`src/rtl/spot_pkg.sv`:
```
// ============================================================================
// spot_pkg: shared types and constants of the shape pair overlap test
// Word layouts, pipeline stage records, mode codes and derived widths.
// ============================================================================
package spot_pkg;

    // Width of a center coordinate (two's complement).
    localparam int COORD_BITS = 16;
    // Width of a half extent; the half width doubles as a circle radius.
    localparam int HALF_BITS  = 15;
    // A summed radius of two circles needs one more bit.
    localparam int RAD_BITS   = HALF_BITS + 1;
    // Width of a box edge, center plus or minus a half extent.
    localparam int EXT_BITS   = ((COORD_BITS > RAD_BITS) ? COORD_BITS : RAD_BITS) + 1;
    // Width of a point-to-edge difference.
    localparam int DIFF_BITS  = EXT_BITS + 1;
    // Distance components are clamped here before squaring.
    localparam int DIST_CLAMP = 32'h0002_0000;
    localparam int MAG_BITS   = $clog2(DIST_CLAMP) + 1;
    localparam int SQ_BITS    = 2 * MAG_BITS;
    localparam int RSQ_BITS   = 2 * RAD_BITS;
    localparam int SUM_BITS   = SQ_BITS + 1;

    typedef enum logic [3:0] {
        MODE_CC = 4'd0,
        MODE_CP = 4'd1,
        MODE_RR = 4'd2,
        MODE_RP = 4'd3,
        MODE_PC = 4'd4,
        MODE_PR = 4'd5,
        MODE_CR = 4'd6,
        MODE_RC = 4'd7
    } t_mode;

    // Which final rule decides the hit.
    typedef enum logic [1:0] {
        K_CIRC,
        K_BOX,
        K_RCIRC,
        K_NONE
    } t_kind;

    typedef struct packed {
        logic [3:0]                   mode;
        logic signed [COORD_BITS-1:0] a_center_x;
        logic signed [COORD_BITS-1:0] a_center_y;
        logic [HALF_BITS-1:0]         a_half_width;
        logic [HALF_BITS-1:0]         a_half_height;
        logic signed [COORD_BITS-1:0] b_center_x;
        logic signed [COORD_BITS-1:0] b_center_y;
        logic [HALF_BITS-1:0]         b_half_width;
        logic [HALF_BITS-1:0]         b_half_height;
    } t_in_word;

    typedef struct packed {
        logic hit;
        logic unsupported;
    } t_out_word;

    // After normalization: rect edges, other-shape edges, other-shape center.
    typedef struct packed {
        t_kind                      kind;
        logic signed [EXT_BITS-1:0] r_left;
        logic signed [EXT_BITS-1:0] r_right;
        logic signed [EXT_BITS-1:0] r_top;
        logic signed [EXT_BITS-1:0] r_bottom;
        logic signed [EXT_BITS-1:0] s_left;
        logic signed [EXT_BITS-1:0] s_right;
        logic signed [EXT_BITS-1:0] s_top;
        logic signed [EXT_BITS-1:0] s_bottom;
        logic signed [EXT_BITS-1:0] px;
        logic signed [EXT_BITS-1:0] py;
        logic [RAD_BITS-1:0]        rad;
    } t_s1;

    typedef struct packed {
        t_kind               kind;
        logic                box_hit;
        logic                band;
        logic [MAG_BITS-1:0] mag_x;
        logic [MAG_BITS-1:0] mag_y;
        logic [RAD_BITS-1:0] rad;
    } t_s2;

    typedef struct packed {
        t_kind               kind;
        logic                box_hit;
        logic                band;
        logic [SQ_BITS-1:0]  sq_x;
        logic [SQ_BITS-1:0]  sq_y;
        logic [RSQ_BITS-1:0] rad_sq;
    } t_s3;

endpackage

```
`src/rtl/spot_in_if.sv`:
```
// ============================================================================
// spot_in_if: input channel of the shape pair overlap test
// Valid/ready channel carrying one shape pair word.
// ============================================================================
interface spot_in_if;
    logic               valid;
    logic               ready;
    spot_pkg::t_in_word data;

    modport source (output valid, output data, input ready);
    modport sink   (input valid, input data, output ready);
endinterface

```
`src/rtl/spot_out_if.sv`:
```
// ============================================================================
// spot_out_if: result channel of the shape pair overlap test
// Valid/ready channel carrying one hit word.
// ============================================================================
interface spot_out_if;
    logic                valid;
    logic                ready;
    spot_pkg::t_out_word data;

    modport source (output valid, output data, input ready);
    modport sink   (input valid, input data, output ready);
endinterface

```
`src/rtl/spot_norm.sv`:
```
// ============================================================================
// spot_norm: pipeline stage 1, pair normalization
// Maps each t_mode code onto a rect and a second shape and forms their box edges; other codes get K_NONE.
// ============================================================================
module spot_norm (
    input  logic               i_clk,
    input  logic               i_rst_n,
    input  logic               i_valid,
    input  logic               i_en,
    input  spot_pkg::t_in_word i_word,
    output logic               o_valid,
    output spot_pkg::t_s1      o_s1
);

    logic                                   r_valid;
    spot_pkg::t_s1                          r_s1;
    spot_pkg::t_s1                          n_s1;

    logic signed [spot_pkg::COORD_BITS-1:0] rcx, rcy, scx, scy;
    logic [spot_pkg::HALF_BITS-1:0]         rhw, rhh, shw, shh;
    logic signed [spot_pkg::EXT_BITS-1:0]   rcx_e, rcy_e, scx_e, scy_e;
    logic signed [spot_pkg::EXT_BITS-1:0]   rhw_e, rhh_e, shw_e, shh_e;

    always_comb begin
        rcx       = i_word.a_center_x;
        rcy       = i_word.a_center_y;
        rhw       = i_word.a_half_width;
        rhh       = i_word.a_half_height;
        scx       = i_word.b_center_x;
        scy       = i_word.b_center_y;
        shw       = i_word.b_half_width;
        shh       = i_word.b_half_height;
        n_s1.kind = spot_pkg::K_NONE;
        n_s1.rad  = '0;
        // For circle pairs the rect side collapses to A's center, so its
        // left/top edges give the point that the distance is taken to.
        unique case (i_word.mode)
            spot_pkg::MODE_CC: begin
                n_s1.kind = spot_pkg::K_CIRC;
                n_s1.rad  = spot_pkg::RAD_BITS'(i_word.a_half_width)
                          + spot_pkg::RAD_BITS'(i_word.b_half_width);
                rhw       = '0;
                rhh       = '0;
            end
            spot_pkg::MODE_CP: begin
                n_s1.kind = spot_pkg::K_CIRC;
                n_s1.rad  = spot_pkg::RAD_BITS'(i_word.a_half_width);
                rhw       = '0;
                rhh       = '0;
            end
            spot_pkg::MODE_PC: begin
                n_s1.kind = spot_pkg::K_CIRC;
                n_s1.rad  = spot_pkg::RAD_BITS'(i_word.b_half_width);
                rhw       = '0;
                rhh       = '0;
            end
            spot_pkg::MODE_RR: begin
                n_s1.kind = spot_pkg::K_BOX;
            end
            spot_pkg::MODE_RP: begin
                n_s1.kind = spot_pkg::K_BOX;
                shw       = '0;
                shh       = '0;
            end
            spot_pkg::MODE_PR: begin
                n_s1.kind = spot_pkg::K_BOX;
                rhw       = '0;
                rhh       = '0;
            end
            spot_pkg::MODE_CR: begin
                n_s1.kind = spot_pkg::K_RCIRC;
                n_s1.rad  = spot_pkg::RAD_BITS'(i_word.a_half_width);
                rcx       = i_word.b_center_x;
                rcy       = i_word.b_center_y;
                rhw       = i_word.b_half_width;
                rhh       = i_word.b_half_height;
                scx       = i_word.a_center_x;
                scy       = i_word.a_center_y;
                shw       = i_word.a_half_width;
                shh       = i_word.a_half_width;
            end
            spot_pkg::MODE_RC: begin
                n_s1.kind = spot_pkg::K_RCIRC;
                n_s1.rad  = spot_pkg::RAD_BITS'(i_word.b_half_width);
                shh       = i_word.b_half_width;
            end
            default: begin
                n_s1.kind = spot_pkg::K_NONE;
            end
        endcase

        rcx_e = spot_pkg::EXT_BITS'(rcx);
        rcy_e = spot_pkg::EXT_BITS'(rcy);
        scx_e = spot_pkg::EXT_BITS'(scx);
        scy_e = spot_pkg::EXT_BITS'(scy);
        rhw_e = spot_pkg::EXT_BITS'(rhw);
        rhh_e = spot_pkg::EXT_BITS'(rhh);
        shw_e = spot_pkg::EXT_BITS'(shw);
        shh_e = spot_pkg::EXT_BITS'(shh);

        n_s1.r_left   = rcx_e - rhw_e;
        n_s1.r_right  = rcx_e + rhw_e;
        n_s1.r_top    = rcy_e - rhh_e;
        n_s1.r_bottom = rcy_e + rhh_e;
        n_s1.s_left   = scx_e - shw_e;
        n_s1.s_right  = scx_e + shw_e;
        n_s1.s_top    = scy_e - shh_e;
        n_s1.s_bottom = scy_e + shh_e;
        n_s1.px       = scx_e;
        n_s1.py       = scy_e;
    end

    always_ff @(posedge i_clk) begin
        if (!i_rst_n) begin
            r_valid <= 1'b0;
        end else if (i_en) begin
            r_valid <= i_valid;
        end
    end

    always_ff @(posedge i_clk) begin
        if (i_en) begin
            r_s1 <= n_s1;
        end
    end

    assign o_valid = r_valid;
    assign o_s1    = r_s1;

endmodule

```
`src/rtl/spot_geom.sv`:
```
// ============================================================================
// spot_geom: pipeline stage 2, edge compares and distance components
// Box overlap, band test, corner choice and clamped distance magnitudes.
// ============================================================================
module spot_geom (
    input  logic          i_clk,
    input  logic          i_rst_n,
    input  logic          i_valid,
    input  logic          i_en,
    input  spot_pkg::t_s1 i_s1,
    output logic          o_valid,
    output spot_pkg::t_s2 o_s2
);

    logic                                  r_valid;
    spot_pkg::t_s2                         r_s2;
    spot_pkg::t_s2                         n_s2;

    logic signed [spot_pkg::EXT_BITS-1:0]  tx, ty;
    logic signed [spot_pkg::DIFF_BITS-1:0] dx, dy;
    logic [spot_pkg::DIFF_BITS-1:0]        ax, ay;

    always_comb begin
        n_s2.kind    = i_s1.kind;
        n_s2.rad     = i_s1.rad;
        // Touching edges do not count as overlap.
        n_s2.box_hit = !((i_s1.r_bottom <= i_s1.s_top) || (i_s1.r_top >= i_s1.s_bottom) ||
                         (i_s1.r_left >= i_s1.s_right) || (i_s1.r_right <= i_s1.s_left));
        n_s2.band    = ((i_s1.r_left <= i_s1.px) && (i_s1.px < i_s1.r_right)) ||
                       ((i_s1.r_top <= i_s1.py) && (i_s1.py < i_s1.r_bottom));

        // Outside both bands the center sits in exactly one corner quadrant.
        if (i_s1.kind == spot_pkg::K_CIRC) begin
            tx = i_s1.r_left;
            ty = i_s1.r_top;
        end else begin
            tx = (i_s1.px >= i_s1.r_right) ? i_s1.r_right : i_s1.r_left;
            ty = (i_s1.py <= i_s1.r_top) ? i_s1.r_top : i_s1.r_bottom;
        end

        dx = spot_pkg::DIFF_BITS'(i_s1.px) - spot_pkg::DIFF_BITS'(tx);
        dy = spot_pkg::DIFF_BITS'(i_s1.py) - spot_pkg::DIFF_BITS'(ty);
        ax = dx[spot_pkg::DIFF_BITS-1] ? spot_pkg::DIFF_BITS'(-dx) : spot_pkg::DIFF_BITS'(dx);
        ay = dy[spot_pkg::DIFF_BITS-1] ? spot_pkg::DIFF_BITS'(-dy) : spot_pkg::DIFF_BITS'(dy);

        n_s2.mag_x = (ax > spot_pkg::DIFF_BITS'(spot_pkg::DIST_CLAMP))
                   ? spot_pkg::MAG_BITS'(spot_pkg::DIST_CLAMP) : spot_pkg::MAG_BITS'(ax);
        n_s2.mag_y = (ay > spot_pkg::DIFF_BITS'(spot_pkg::DIST_CLAMP))
                   ? spot_pkg::MAG_BITS'(spot_pkg::DIST_CLAMP) : spot_pkg::MAG_BITS'(ay);
    end

    always_ff @(posedge i_clk) begin
        if (!i_rst_n) begin
            r_valid <= 1'b0;
        end else if (i_en) begin
            r_valid <= i_valid;
        end
    end

    always_ff @(posedge i_clk) begin
        if (i_en) begin
            r_s2 <= n_s2;
        end
    end

    assign o_valid = r_valid;
    assign o_s2    = r_s2;

endmodule

```
`src/rtl/spot_sq.sv`:
```
// ============================================================================
// spot_sq: pipeline stage 3, squaring
// Squares both distance components and the radius in parallel multipliers.
// ============================================================================
module spot_sq (
    input  logic          i_clk,
    input  logic          i_rst_n,
    input  logic          i_valid,
    input  logic          i_en,
    input  spot_pkg::t_s2 i_s2,
    output logic          o_valid,
    output spot_pkg::t_s3 o_s3
);

    logic          r_valid;
    spot_pkg::t_s3 r_s3;
    spot_pkg::t_s3 n_s3;

    always_comb begin
        n_s3.kind    = i_s2.kind;
        n_s3.box_hit = i_s2.box_hit;
        n_s3.band    = i_s2.band;
        n_s3.sq_x    = spot_pkg::SQ_BITS'(i_s2.mag_x) * spot_pkg::SQ_BITS'(i_s2.mag_x);
        n_s3.sq_y    = spot_pkg::SQ_BITS'(i_s2.mag_y) * spot_pkg::SQ_BITS'(i_s2.mag_y);
        n_s3.rad_sq  = spot_pkg::RSQ_BITS'(i_s2.rad) * spot_pkg::RSQ_BITS'(i_s2.rad);
    end

    always_ff @(posedge i_clk) begin
        if (!i_rst_n) begin
            r_valid <= 1'b0;
        end else if (i_en) begin
            r_valid <= i_valid;
        end
    end

    always_ff @(posedge i_clk) begin
        if (i_en) begin
            r_s3 <= n_s3;
        end
    end

    assign o_valid = r_valid;
    assign o_s3    = r_s3;

endmodule

```
`src/rtl/shape_pair_overlap_test_top.sv`:
```
// ============================================================================
// shape_pair_overlap_test_top: 2-D shape pair overlap test
// Four-stage pipeline: normalize, compare edges, square, sum and decide.
// ============================================================================
//  Port    | Dir | Word                           | Handshake
//  i_in    | in  | mode, centers and half extents | valid/ready
//  o_out   | out | hit, unsupported               | valid/ready
//
// One word enters per cycle while no stall holds i_in.ready low. A word is
// loaded into the first of the four register stages at the edge that accepts
// it and moves through stages 2 and 3 into the output register, where its result is offered.
// Reset clears the stage valid bits only; no state is kept between words.
// A stalled output holds its word and back-pressure moves up stage by stage,
// so empty stages keep filling; i_in.ready drops only when all stages are full.
module shape_pair_overlap_test_top (
    input  logic        i_clk,
    input  logic        i_rst_n,
    spot_in_if.sink     i_in,
    spot_out_if.source  o_out
);

    logic                                 v1, v2, v3;
    logic                                 en1, en2, en3, en4;
    spot_pkg::t_s1                        s1;
    spot_pkg::t_s2                        s2;
    spot_pkg::t_s3                        s3;

    logic                                 r_out_valid;
    spot_pkg::t_out_word                  r_out_word;
    spot_pkg::t_out_word                  n_out_word;
    logic [spot_pkg::SUM_BITS-1:0]        dist_sq;
    logic [spot_pkg::SUM_BITS-1:0]        rad_sq;

    assign en4        = !r_out_valid || o_out.ready;
    assign en3        = !v3 || en4;
    assign en2        = !v2 || en3;
    assign en1        = !v1 || en2;
    assign i_in.ready = en1;

    spot_norm u_norm (
        .i_clk   (i_clk),
        .i_rst_n (i_rst_n),
        .i_valid (i_in.valid),
        .i_en    (en1),
        .i_word  (i_in.data),
        .o_valid (v1),
        .o_s1    (s1)
    );

    spot_geom u_geom (
        .i_clk   (i_clk),
        .i_rst_n (i_rst_n),
        .i_valid (v1),
        .i_en    (en2),
        .i_s1    (s1),
        .o_valid (v2),
        .o_s2    (s2)
    );

    spot_sq u_sq (
        .i_clk   (i_clk),
        .i_rst_n (i_rst_n),
        .i_valid (v2),
        .i_en    (en3),
        .i_s2    (s2),
        .o_valid (v3),
        .o_s3    (s3)
    );

    always_comb begin
        dist_sq                = spot_pkg::SUM_BITS'(s3.sq_x) + spot_pkg::SUM_BITS'(s3.sq_y);
        rad_sq                 = spot_pkg::SUM_BITS'(s3.rad_sq);
        n_out_word.hit         = 1'b0;
        n_out_word.unsupported = 1'b0;
        unique case (s3.kind)
            spot_pkg::K_CIRC: begin
                n_out_word.hit = rad_sq > dist_sq;
            end
            spot_pkg::K_BOX: begin
                n_out_word.hit = s3.box_hit;
            end
            spot_pkg::K_RCIRC: begin
                // Inside a band the expanded box decides; otherwise the corner.
                n_out_word.hit = s3.band ? s3.box_hit : (dist_sq <= rad_sq);
            end
            default: begin
                n_out_word.unsupported = 1'b1;
            end
        endcase
    end

    always_ff @(posedge i_clk) begin
        if (!i_rst_n) begin
            r_out_valid <= 1'b0;
        end else if (en4) begin
            r_out_valid <= v3;
        end
    end

    always_ff @(posedge i_clk) begin
        if (en4) begin
            r_out_word <= n_out_word;
        end
    end

    assign o_out.valid = r_out_valid;
    assign o_out.data  = r_out_word;

    a_unsup_no_hit: assert property (@(posedge i_clk) disable iff (!i_rst_n)
        (o_out.valid && o_out.data.unsupported) |-> !o_out.data.hit)
        else $error("unsupported word carries a hit");

    a_ready_full: assert property (@(posedge i_clk) disable iff (!i_rst_n)
        !i_in.ready |-> (v1 && v2 && v3 && o_out.valid && !o_out.ready))
        else $error("input held off while the pipeline has room");

    a_reset_empty: assert property (@(posedge i_clk)
        !i_rst_n |=> (!o_out.valid && !v1 && !v2 && !v3))
        else $error("pipeline not empty after reset");

endmodule
```
`src/flat_wrapper.sv`:
```
// flat-port wrapper written by rule: the top's interface ports become plain ports
module shape_pair_overlap_test_top_flat 
  (i_clk, i_rst_n, i_in_valid, i_in_data, i_in_ready, o_out_valid, o_out_data, o_out_ready);
  spot_in_if i_in_i ();
  spot_out_if o_out_i ();
  input  logic i_clk;
  input  logic i_rst_n;
  input wire logic [$bits(i_in_i.valid)-1:0] i_in_valid;
  input wire logic [$bits(i_in_i.data)-1:0] i_in_data;
  output wire logic [$bits(i_in_i.ready)-1:0] i_in_ready;
  output wire logic [$bits(o_out_i.valid)-1:0] o_out_valid;
  output wire logic [$bits(o_out_i.data)-1:0] o_out_data;
  input wire logic [$bits(o_out_i.ready)-1:0] o_out_ready;
  assign i_in_i.valid = i_in_valid;
  assign i_in_i.data = i_in_data;
  assign i_in_ready = i_in_i.ready;
  assign o_out_valid = o_out_i.valid;
  assign o_out_data = o_out_i.data;
  assign o_out_i.ready = o_out_ready;
  shape_pair_overlap_test_top u_core (.i_clk(i_clk), .i_rst_n(i_rst_n), .i_in(i_in_i), .o_out(o_out_i));
endmodule
```
`config.mk`:
```
export PLATFORM = sky130hd
export DESIGN_NAME = shape_pair_overlap_test_top_flat
export DESIGN_NICKNAME = d
export VERILOG_FILES = /design/src/rtl/spot_pkg.sv /design/src/rtl/spot_in_if.sv /design/src/rtl/spot_out_if.sv /design/src/rtl/spot_norm.sv /design/src/rtl/spot_geom.sv /design/src/rtl/spot_sq.sv /design/src/rtl/shape_pair_overlap_test_top.sv /design/src/flat_wrapper.sv
export SDC_FILE = /design/constraint.sdc
export NUM_CORES = 2
export LEC_CHECK = 0
export ABC_AREA = 1
export BUFFER_PORTS_ARGS = -buffer_cell sky130_fd_sc_hd__buf_2
export CAP_MARGIN = 20
export CORE_ASPECT_RATIO = 0.9
export CORE_MARGIN = 3
export CORE_UTILIZATION = 62
export DETAILED_ROUTE_END_ITERATION = 12
export PLACE_DENSITY_LB_ADDON = 0.25
export SYNTH_ARGS = -nofsm -noshare
export SYNTH_HDL_FRONTEND = slang
export SYNTH_SLANG_ARGS = --single-unit
```
`constraint.sdc`:
```
create_clock -name i_clk -period 20 [get_ports i_clk]
set_input_delay 2 -clock i_clk [delete_from_list [all_inputs] [get_ports i_clk]]
set_output_delay 2 -clock i_clk [all_outputs]
set_load 0.02 [all_outputs]
```
==> results.py <==
metrics = {
    "sta": {
        "timing_hold_violations_final": 0,
        "setup_slack_ps": 13290,
        "finalCriticalPeriod_ps": 6710,
        "drv_slew": 0,
        "setup_viol": 0,
        "finalClockSkew_ps": 43.4,
        "fin_setup_tns_ps": 0,
        "worst_pin_slew_ps": 1250,
        "timing.final.crit_share_pct": 33.6,
        "slew-limit-headroom_pct": 15.8,
        "fmax_ghz": 0.149,
        "rsz0062_at_grt": "no",
    },
    "synthesis": {
        "synth-seq-area-share_pct": 19.3,
        "syn_area_per_cell_um2": 8.11,
        "synth-edff-count": 345,
        "yosys_warnings": 0,
        "ys.flop_type": "edfxtp_1",
        "syn_nets": 8090,
        "synthArstFlopShare_pct": 0,
        "ys_ff_latch": 349,
        "netlist_instances": 6657,
        "synth_cell_types": 64,
        "synth_area_um2": 54000,
    },
    "setup_path": {
        "endpoint_kind": "flop",
        "critPathMaxFanout": 75,
        "required_ps": 20350,
        "worstSetupPathType": "in -> reg",
        "cp-start-kind": "input pin",
        "crit_arrival_ps": 7060,
    },
    "cts": {
        "tritoncts": "built",
        "cts_hold_buf": 0,
        "cts_sinks": 349,
        "clk_latency_ps": 590,
        "root_buffer": "clkbuf_16",
        "cts-resized-gates": 0,
        "cts_buffers": 44,
        "cts.htree.levels": 2,
        "clockBufferDepth": 3,
        "cts.clk_slew.worst_paths_ps": 60,
        "post_cts_buffers": 0,
    },
    "placement": {
        "place_congestion": 0.991,
        "dp_hpwl_um": 111000,
        "portBuffers": 135,
        "pre_cts_ws_ps": 12820,
    },
    "die": {
        "die_y_um": 286,
        "initial_core_util_pct": 62.7,
        "core_region_area_um2": 86100,
        "die_area_um2": 90700,
        "ios": 136,
        "die_x_um": 317,
        "fp-row-count": 102,
    },
    "grt": {
        "grt_pass1_vias": 43200,
        "grt_usage_pct": 29.9,
        "grt_pass1_wl_um": 218000,
        "grt-ovfl-total": 0,
        "grt_max_degree": 84,
        "antenna_found_initial": 6,
    },
    "job": {
        "cap_violations": 0,
    },
    "status": {
        "status": "finished, final reports clean",
    },
    "drt": {
        "vias": 42600,
        "routedWlPerCell_um": 16.8,
        "vias_per_cell": 5.41,
        "first_pass_iters": 7,
        "drc": 0,
        "drt_iter0_markers": 2946,
        "antenna_left": 0,
        "wl_um": 132000,
    },
    "worst_hold_path": {
        "min_path_type": "reg -> reg",
    },
    "finish": {
        "nets": 8133,
        "drive_gt1_share_pct": 4.65,
        "area_growth_pct": 5.88,
        "n_fill_cell": 7283,
        "final_util_pct": 66.4,
    },
}
synthesized netlist by cell type (3+ instances only):
master / n / area (um2)
o31ai_1: 15 / 113
o41ai_1: 4 / 35.0
a21o_1: 25 / 188
nand3_1: 201 / 1010
o211ai_1: 29 / 218
o21ai_1: 14 / 70.1
nor3_2: 4 / 40.0
o22ai_1: 15 / 93.8
nor4_1: 12 / 75.1
o21a_1: 15 / 113
nor3_1: 55 / 275
nor2_1: 294 / 1100
xnor2_1: 75 / 657
buf_6: 4 / 45.0
inv_2: 10 / 37.5
o221ai_1: 13 / 114
a21boi_0: 24 / 180
dfxtp_1: 4 / 80.1
a21oi_1: 423 / 2120
a211oi_1: 12 / 90.1
ha_1: 691 / 8650
nor2_4: 3 / 33.8
fa_1: 610 / 12200
or2_2: 11 / 68.8
buf_2: 5 / 25.0
nand4_1: 47 / 294
nand2_1: 1256 / 4710
buf_1: 17 / 63.8
edfxtp_1: 345 / 10400
nand3_2: 6 / 60.1
nand2_2: 24 / 150
o21bai_1: 27 / 203
a221oi_1: 4 / 35.0
clkbuf_1: 137 / 514
nor2_2: 5 / 31.3
o2111ai_1: 5 / 43.8
a31oi_1: 18 / 113
a22oi_1: 16 / 120
o21ai_0: 233 / 1170
xor2_1: 197 / 1730
inv_1: 1716 / 6440
nand3b_1: 9 / 67.6
cell type report:
type | count | area [um2] | share of cell area (%)
multi-input combinational | 4416 | 36400 | 63.7
antenna | 2 | 5.00 | 0.00875
sequential | 349 | 10400 | 18.3
timing repair buffer | 161 | 878 | 1.54
clock inverter | 32 | 375 | 0.656
tap | 1144 | 1430 | 2.50
inverter | 1728 | 6490 | 11.4
clock buffer | 49 | 1120 | 1.96
through the flow:
step,instances,instance area [um2],hold slack (ps)
after floorplan,6657,54000,400
after global placement,7795,55700,402
after detailed placement,7795,55700,405
after CTS,7876,57200,417
after global routing,7879,57200,435
final,7881,57200,416
path summary, 6_finish.rpt:
kind | from | to | slack, ps | depth (start not counted)
max | i_in_data[127] | u_core.u_norm.o_s1[167] | 13290 | 21
min | u_core.u_geom.o_s2[53] | u_core.u_sq.o_s3[105] | 420 | 0
max reg2reg | u_core.u_geom.o_s2[27] | u_core.u_sq.o_s3[61] | 13390 | 20
min reg2reg | u_core.u_geom.o_s2[53] | u_core.u_sq.o_s3[105] | 420 | 0
flip-flops by register name, indices dropped and copies added, names as in the netlist:
register               flops
u_core.u_norm.o_s1       182
u_core.u_sq.o_s3         105
u_core.o_out.data          2
u_core.u_geom.o_valid      1
u_core.u_norm.o_valid      1
u_core.u_geom.o_s2        56
u_core.o_out.valid         1
u_core.u_sq.o_valid        1
logic make-up after synthesis:
family	share of synthesized area (%)
buffers and inverters	13.2
AND/OR/NAND/NOR	14.9
multiplexers	0.0394
flip-flops	19.3
adder cells (fa/ha/maj)	38.6
XOR/XNOR	4.41
AO/OA/AOI/OAI	9.43
worst max-delay path, stage by stage:
cell and delay [ps]:
buf_2 120, nor2_1 220, nand2_1 180, nor2_4 100, buf_4 550, inv_2 480, buf_4 450, o21ai_0 600
ha_1 370, nand3_1 90, nand2_1 80, a21boi_0 310, o21ai_0 220, a31oi_1 270, o21ai_0 180, a21boi_0 310
nor2_1 60, o21ai_0 210, nand2_1 80, nand2_1 60, nand2_1 50
placed cells by master, fill, tap and decap left out, types with 6 or more instances in the layout:
cell,instances
clkinv_1,7
nor4_1,12
o211ai_1,29
xor2_1,197
or2_2,11
o31ai_1,15
a21boi_0,24
o221ai_1,13
nand3_2,6
edfxtp_1,345
o21a_1,15
o21ai_1,13
buf_4,24
clkbuf_16,44
clkinvlp_4,6
a22oi_1,16
a21o_1,25
o21bai_1,27
nand2_2,24
ha_1,691
xnor2_1,75
o22ai_1,15
inv_2,12
a211oi_1,12
a31oi_1,18
buf_2,135
nand4_1,47
o21ai_0,232
nor3_1,55
nor2_1,293
nand2_1,1255
inv_1,1713
fa_1,610
nand3_1,201
nand3b_1,9
a21oi_1,423
per-layer routing:
metal  global-route usage [%]  share of wire, %
met5                        0             0.038
met4                     9.44               3.4
met3                     3.64               6.2
met2                     50.1                47
met1                     40.7                43
Power is not shown: default switching activity piles up to over one toggle a cycle in this logic, so the estimate is an artifact.
